$ cat config.mk
export PLATFORM = sky130hd
export DESIGN_NAME = hcl_divider
export DESIGN_NICKNAME = d
export VERILOG_FILES = /design/src/design/hcl_pkg.sv /design/src/design/hcl_divider.sv
export SDC_FILE = /design/constraint.sdc
export NUM_CORES = 2
export LEC_CHECK = 0
export CAP_MARGIN = 0
export CORE_MARGIN = 2
export CORE_UTILIZATION = 45
export CTS_CLUSTER_SIZE = 10
export DETAILED_ROUTE_END_ITERATION = 7
export DONT_BUFFER_PORTS = 1
export HOLD_SLACK_MARGIN = 0.08
export PLACE_DENSITY = 0.56
export SLEW_MARGIN = 20
export SYNTH_ARGS = -nofsm -noshare
export SYNTH_HDL_FRONTEND = slang
export SYNTH_SLANG_ARGS = --single-unit
$ cat constraint.sdc
create_clock -name aclk -period 4.8 [get_ports aclk]
set_input_delay 0.48 -clock aclk [delete_from_list [all_inputs] [get_ports aclk]]
set_output_delay 0.48 -clock aclk [all_outputs]
set_load 0.02 [all_outputs]
$ cat src/design/hcl_pkg.sv
// hcl_pkg: shared types and constants of the hex cell locator.
// Used by hcl_divider, hcl_nearest and hex_cell_locator; no dependencies.
package hcl_pkg;

    localparam int POS_W      = 16;
    localparam int HW_W       = 10;
    localparam int RP_W       = 11;
    localparam int DIV_STAGES = POS_W;
    localparam int CFG_IDX_W  = 2;
    localparam int CFG_DATA_W = 11;

    localparam logic [CFG_IDX_W-1:0] CFG_HALF_WIDTH = 2'd0;
    localparam logic [CFG_IDX_W-1:0] CFG_ROW_PITCH  = 2'd1;

    localparam logic [HW_W-1:0] HALF_WIDTH_RST = 10'd50;
    localparam logic [RP_W-1:0] ROW_PITCH_RST  = 11'd86;

    typedef struct packed {
        logic signed [POS_W-1:0] pos_x;
        logic signed [POS_W-1:0] pos_y;
    } hcl_in_t;

    typedef struct packed {
        logic signed [POS_W-1:0] cell_col;
        logic signed [POS_W-1:0] cell_row;
        logic                    found;
    } hcl_out_t;

    // Sign info and the original point, carried alongside the divider.
    typedef struct packed {
        logic                    neg_x;
        logic                    neg_y;
        logic                    nz_x;
        logic                    nz_y;
        logic signed [POS_W-1:0] pos_x;
        logic signed [POS_W-1:0] pos_y;
    } hcl_meta_t;

    // One divider lane: partial remainder and dividend/quotient shifter.
    typedef struct packed {
        logic [RP_W-1:0]  rem;
        logic [POS_W-1:0] dq;
    } hcl_lane_t;

    typedef struct packed {
        logic             valid;
        hcl_meta_t        meta;
        logic [POS_W-1:0] qx_mag;
        logic [POS_W-1:0] qy_mag;
    } hcl_quot_t;

endpackage

$ cat src/design/hcl_divider.sv
// hcl_divider: two-lane restoring divider, one quotient bit per stage.
// Depends on hcl_pkg.
module hcl_divider (
    input  logic                          aclk,
    input  logic                          aresetn,
    input  logic                          en,
    input  logic                          in_valid,
    input  hcl_pkg::hcl_meta_t            in_meta,
    input  logic [hcl_pkg::POS_W-1:0]     x_mag,
    input  logic [hcl_pkg::POS_W-1:0]     y_mag,
    input  logic [hcl_pkg::HW_W-1:0]      half_width,
    input  logic [hcl_pkg::RP_W-1:0]      row_pitch,
    output hcl_pkg::hcl_quot_t            quot
);

    localparam int N = hcl_pkg::DIV_STAGES;

    logic               vld_reg  [N];
    hcl_pkg::hcl_meta_t meta_reg [N];
    hcl_pkg::hcl_lane_t lx_reg   [N];
    hcl_pkg::hcl_lane_t ly_reg   [N];
    hcl_pkg::hcl_lane_t lx_next  [N];
    hcl_pkg::hcl_lane_t ly_next  [N];

    logic [hcl_pkg::RP_W-1:0] dvx;

    assign dvx = {{(hcl_pkg::RP_W-hcl_pkg::HW_W){1'b0}}, half_width};

    function automatic hcl_pkg::hcl_lane_t div_step(hcl_pkg::hcl_lane_t l,
                                                     logic [hcl_pkg::RP_W-1:0] d);
        logic [hcl_pkg::RP_W:0] t;
        logic [hcl_pkg::RP_W:0] s;
        hcl_pkg::hcl_lane_t     r;
        t = {l.rem, l.dq[hcl_pkg::POS_W-1]};
        s = t - {1'b0, d};
        if (t >= {1'b0, d}) begin
            r.rem = s[hcl_pkg::RP_W-1:0];
            r.dq  = {l.dq[hcl_pkg::POS_W-2:0], 1'b1};
        end else begin
            r.rem = t[hcl_pkg::RP_W-1:0];
            r.dq  = {l.dq[hcl_pkg::POS_W-2:0], 1'b0};
        end
        return r;
    endfunction

    always_comb begin
        lx_next[0] = div_step('{rem: '0, dq: x_mag}, dvx);
        ly_next[0] = div_step('{rem: '0, dq: y_mag}, row_pitch);
        for (int i = 1; i < N; i++) begin
            lx_next[i] = div_step(lx_reg[i-1], dvx);
            ly_next[i] = div_step(ly_reg[i-1], row_pitch);
        end
    end

    always_ff @(posedge aclk) begin
        if (en) begin
            meta_reg[0] <= in_meta;
            for (int i = 0; i < N; i++) begin
                lx_reg[i] <= lx_next[i];
                ly_reg[i] <= ly_next[i];
            end
            for (int i = 1; i < N; i++) begin
                meta_reg[i] <= meta_reg[i-1];
            end
        end
        if (!aresetn) begin
            for (int i = 0; i < N; i++) begin
                vld_reg[i] <= 1'b0;
            end
        end else if (en) begin
            vld_reg[0] <= in_valid;
            for (int i = 1; i < N; i++) begin
                vld_reg[i] <= vld_reg[i-1];
            end
        end
    end

    assign quot.valid  = vld_reg[N-1];
    assign quot.meta   = meta_reg[N-1];
    assign quot.qx_mag = lx_reg[N-1].dq;
    assign quot.qy_mag = ly_reg[N-1].dq;

endmodule

## After elaboration in Yosys (flattened, before gate mapping)

Memory sizes are Yosys's and may differ from the RTL's.
Cells that the tools add are included.

| storage, ports and cells | value |
|---|---|
| memories | 4 |
| logic and storage cells | 137 |
| memory bits (writable) | 1456 |
| bits in registers | 0 |
| bits of input ports | 93 |
| output and inout bits | 69 |

Memories:

| name | depth | bits a word | rd ports | clocked after memory_dff | wr ports | RTL line | source |
|---|---|---|---|---|---|---|---|
| meta_reg | 16 | 36 | 16 | 0 | 16 | hcl_divider.sv:19 | `hcl_pkg::hcl_meta_t meta_reg [N];` |
| lx_reg | 16 | 27 | 16 | 0 | 16 | hcl_divider.sv:20 | `hcl_pkg::hcl_lane_t lx_reg [N];` |
| ly_reg | 16 | 27 | 16 | 0 | 16 | hcl_divider.sv:21 | `hcl_pkg::hcl_lane_t ly_reg [N];` |
| vld_reg | 16 | 1 | 16 | 0 | 16 | hcl_divider.sv:18 | `logic vld_reg [N];` |

| cells by class | value |
|---|---|
| multiplexer cells | 53 |
| $lt $le $gt $ge | 32 |
| bitwise operators | 16 |
| $add $sub $neg | 32 |

Operators by type and width:

| kind | count |
|---|---|
| $mux W27 | 32 |
| $ge A12 B10 Y1 | 15 |
| $ge A12 B11 Y1 | 15 |
| $sub A11 B10 Y11 | 15 |
| $sub A11 B11 Y11 | 15 |
| $mux W1 | 21 |
| $or A1 B1 Y1 | 16 |
| $ge A1 B11 Y1 | 1 |
| $sub A1 B10 Y11 | 1 |
| $sub A1 B11 Y11 | 1 |
| $ge A1 B10 Y1 | 1 |

## Logic depth before layout (Yosys ltp)

| logic depth | value |
|---|---|
| depth in word-level cells | 4 |
| mapped depth | 11 |
| mapped depth without buffers | 9 |

## Worst setup path before layout

Ideal clock, no wire load.

| timing | value |
|---|---|
| path type | input -> register |
| from | in half_width[1] (netlist name) |
| to | mem lx_reg[0][106] (netlist name), data pin |
| path buffers | 1 |
| data arrival time | 2.579 ns |
| setup time | 0.260 ns |
| cell stages on the path | 9 |
| data required time | 4.540 ns |
| setup slack | 1.960 ns |
| path through | clkbuf_1 inv_1 ha_1 nor2b_1 o31ai_1 a211oi_1 o41ai_1 xnor2_1 mux2_4 |

RTL lines:

| element | RTL line | source |
|---|---|---|
| start, declared | hcl_divider.sv:11 | `input logic [hcl_pkg::HW_W-1:0] half_width,` |
| end, declared | hcl_divider.sv:20 |  |

==> flow_metrics.py <==
metrics = {
    "cells_and_area": {
        "areaGrowthSynthToFinish_pct": 12.6,
        "final_core_util": 0.510,
        "fin_nets": 4566,
        "layout-drive-gt1-share": 0.110,
        "largest_reg_flops": 576,
        "num_antenna_cells": 0,
    },
    "sta": {
        "rsz0062_at_grt": "no",
        "worstMarginPinSlew_ps": 1070,
        "relSlewSlack": 0.288,
        "fin_tns_setup_ps": 0,
        "post-route-min-period_ps": 3210,
        "setup_viol": 0,
        "finalMaxSlewViolations": 0,
        "fmax_mhz": 311,
        "finClkSkew_ps": 62.3,
        "period_share": 0.670,
        "hold_viol": 0,
    },
    "drt": {
        "wirelength_mm": 108,
        "vias": 31400,
        "routed_via_density": 5.27,
        "drc": 0,
        "first_iter_violations": 2023,
        "postRouteAntennaNets": 0,
        "drt_first_pass_iters": 5,
        "drt-wirelength-per-cell_um": 18.2,
    },
    "critical_path": {
        "crit_arrival_ps": 3710,
        "reg2reg_depth": 9,
        "cp.required_ps": 5290,
        "end_kind": "register",
        "start_kind": "register",
        "reg2reg_from": "ly_reg[1][123]",
        "r2r_end": "ly_reg[1][156]",
        "path_class": "register to register",
        "r2r_slack_ps": 1590,
        "cp_max_fo": 12,
    },
    "synthesis": {
        "ys_seq_elements": 1434,
        "ys_types": 75,
        "synth_area_um2": 61300,
        "synth_edf_count": 1434,
        "synth.top_cell.area_share": 0.703,
        "avgSynthCellArea_um2": 15.6,
        "synthFlopType": "edfxtp_1",
        "synth_nets": 4363,
        "synth_area_leader_cell": "edfxtp_1",
        "synthArstFlopShare": 0,
        "synthTopCellsByArea": "edfxtp_1 70%, ha_1 6.5%, mux2_2 2.6%",
        "synth.cells.most_frequent": "1434 x edfxtp_1, 319 x ha_1, 230 x a21oi_1, 188 x nor2_1, 175 x nand2_1",
        "seq_area_frac_synth": 0.703,
        "synth_cells": 3923,
        "synth.most_common_cell": "edfxtp_1",
        "ys_warn_count": 0,
    },
    "cts": {
        "cts_root_buf": "clkbuf_16",
        "htree_num_levels": 4,
        "cts_sinks": 1434,
        "clockBufferDepth": 3,
        "insertion_delay_ps": 800,
        "cts_tree": "yes",
        "ctsResizeCount": 0,
        "clk_pin_slew_ps": 50,
        "cts_setup_buffers": 0,
        "cts_buffers": 169,
    },
    "flow_run": {
        "drv_cap": 0,
    },
    "placement": {
        "port_buffers": 0,
        "gp_congestion": 0.834,
        "dp_hpwl_mm": 68.3,
    },
    "min_path": {
        "holdCritStartpoint": "en",
        "min_path_type": "input pin to register",
        "worst_hold_path.num_cells": 1,
        "holdPathEnd": "ly_reg[0][7]",
    },
    "floorplanning": {
        "core_area_um2": 135000,
        "dieArea_um2": 139000,
        "ioPinCount": 162,
        "die_h_um": 373,
        "start_util": 0.453,
        "rows": 135,
        "fp.dieW_um": 373,
    },
    "global_route": {
        "grt_util_all_layers": 0.156,
        "antenna_found_initial": 0,
        "grt_pass1_vias": 31700,
        "grt_max_degree": 159,
        "grt-ovfl-total": 0,
        "grt_pass1_wl_mm": 171,
    },
    "pwr": {
        "power_density_nw_per_um2": 572,
        "vdd_drop_max_v": 0.000366,
        "total_power_mw": 39.5,
        "p_leak_nw": 25.3,
    },
    "status": {
        "status": "finished clean",
    },
}
==> placed cells by master, fill, tap and decap left out, types with 39 or more instances in the layout <==
| cell type | instances |
|---|---|
| edfxtp_1 | 1434 |
| ha_1 | 319 |
| a21oi_1 | 230 |
| nor2_1 | 188 |
| nand2_1 | 175 |
| clkbuf_16 | 170 |
| inv_1 | 169 |
| o21ai_0 | 160 |
| mux2_2 | 143 |
| xnor2_1 | 115 |
| dlygate4sd3_1 | 72 |
| a21o_1 | 61 |
| nor3_1 | 55 |
| buf_4 | 52 |
| xor2_1 | 49 |
| o21a_1 | 47 |
| mux2i_1 | 46 |
| a211oi_1 | 44 |
| nor2b_1 | 42 |
| nand2b_1 | 39 |
==> final cells by class <==
cell class / count / area, µm²
Timing Repair Buffer: 137 / 1380
Sequential cell: 1434 / 43100
Clock buffer: 185 / 4310
Fill cell: 11100 / 66300
Tap cell: 1781 / 2230
Multi-Input combinational cell: 2212 / 16900
Clock inverter: 43 / 543
Inverter: 172 / 646
==> cell families after synthesis <==
kind of cell	Yosys count	synth area share
AOI/OAI and AO/OA	767	0.0812
xor gates and xnor gates	164	0.0234
adders and majority gates	347	0.0743
buffers and inverters	277	0.0223
DFF	1434	0.703
muxes	195	0.0353
and+or+nand+nor	739	0.0609
==> power breakdown <==
group	internal, mW	leakage (nW)	switching, mW	total (mW)
clock network	6.54	2.34	4.77	11.3
logic	5.01	8.95	5.64	10.6
registers	16.5	14.0	0.996	17.5
total	28.1	25.3	11.4	39.5
==> worst max path at each step <==
stage | from | end | slack, ps | depth (start not counted)
after floorplan | half_width[1] | lx_reg[0][106] | 1960 | 9
after global placement | half_width[2] | lx_reg[0][75] | 1240 | 7
after detailed placement | half_width[2] | lx_reg[0][75] | 1180 | 7
after CTS | ly_reg[1][42] | ly_reg[1][75] | 1300 | 9
after global routing | ly_reg[1][123] | ly_reg[1][155] | 1330 | 9
final | ly_reg[1][123] | ly_reg[1][156] | 1590 | 9
==> layer usage <==
layer / share of wire / up-vias / GRT usage
li1: - / 15500 / -
met1: 0.45 / 15200 / 0.199
met2: 0.49 / 540 / 0.260
met3: 0.037 / 221 / 0.0321
met4: 0.031 / 0 / 0.0598
met5: 0 / - / 0
==> timing repair <==
action	in CTS	in global routing
hold buffers	76	0
endpoints found under the setup margin	0	0
hold endpoints to repair	151	0
==> per-stage QoR <==
step	setup slack [ps]	hold slack (ps)	area, µm²	cells
floorplan	1960	400	61300	3923
global placement	1240	400	63400	5660
detailed placement	1180	405	63400	5660
finish	1590	114	69000	5964
CTS	1300	83.3	69000	5964
global route	1330	131	69000	5964
==> worst max-delay path, stage by stage, from the launching register on <==
cell and delay (ps):
edfxtp_1 330, inv_1 70, ha_1 240, fa_1 430
nand2b_1 170, a21oi_1 350, a41o_2 190, a21oi_1 110
o21ai_2 630, mux2_2 410
Power figures use the tool's default switching activity.
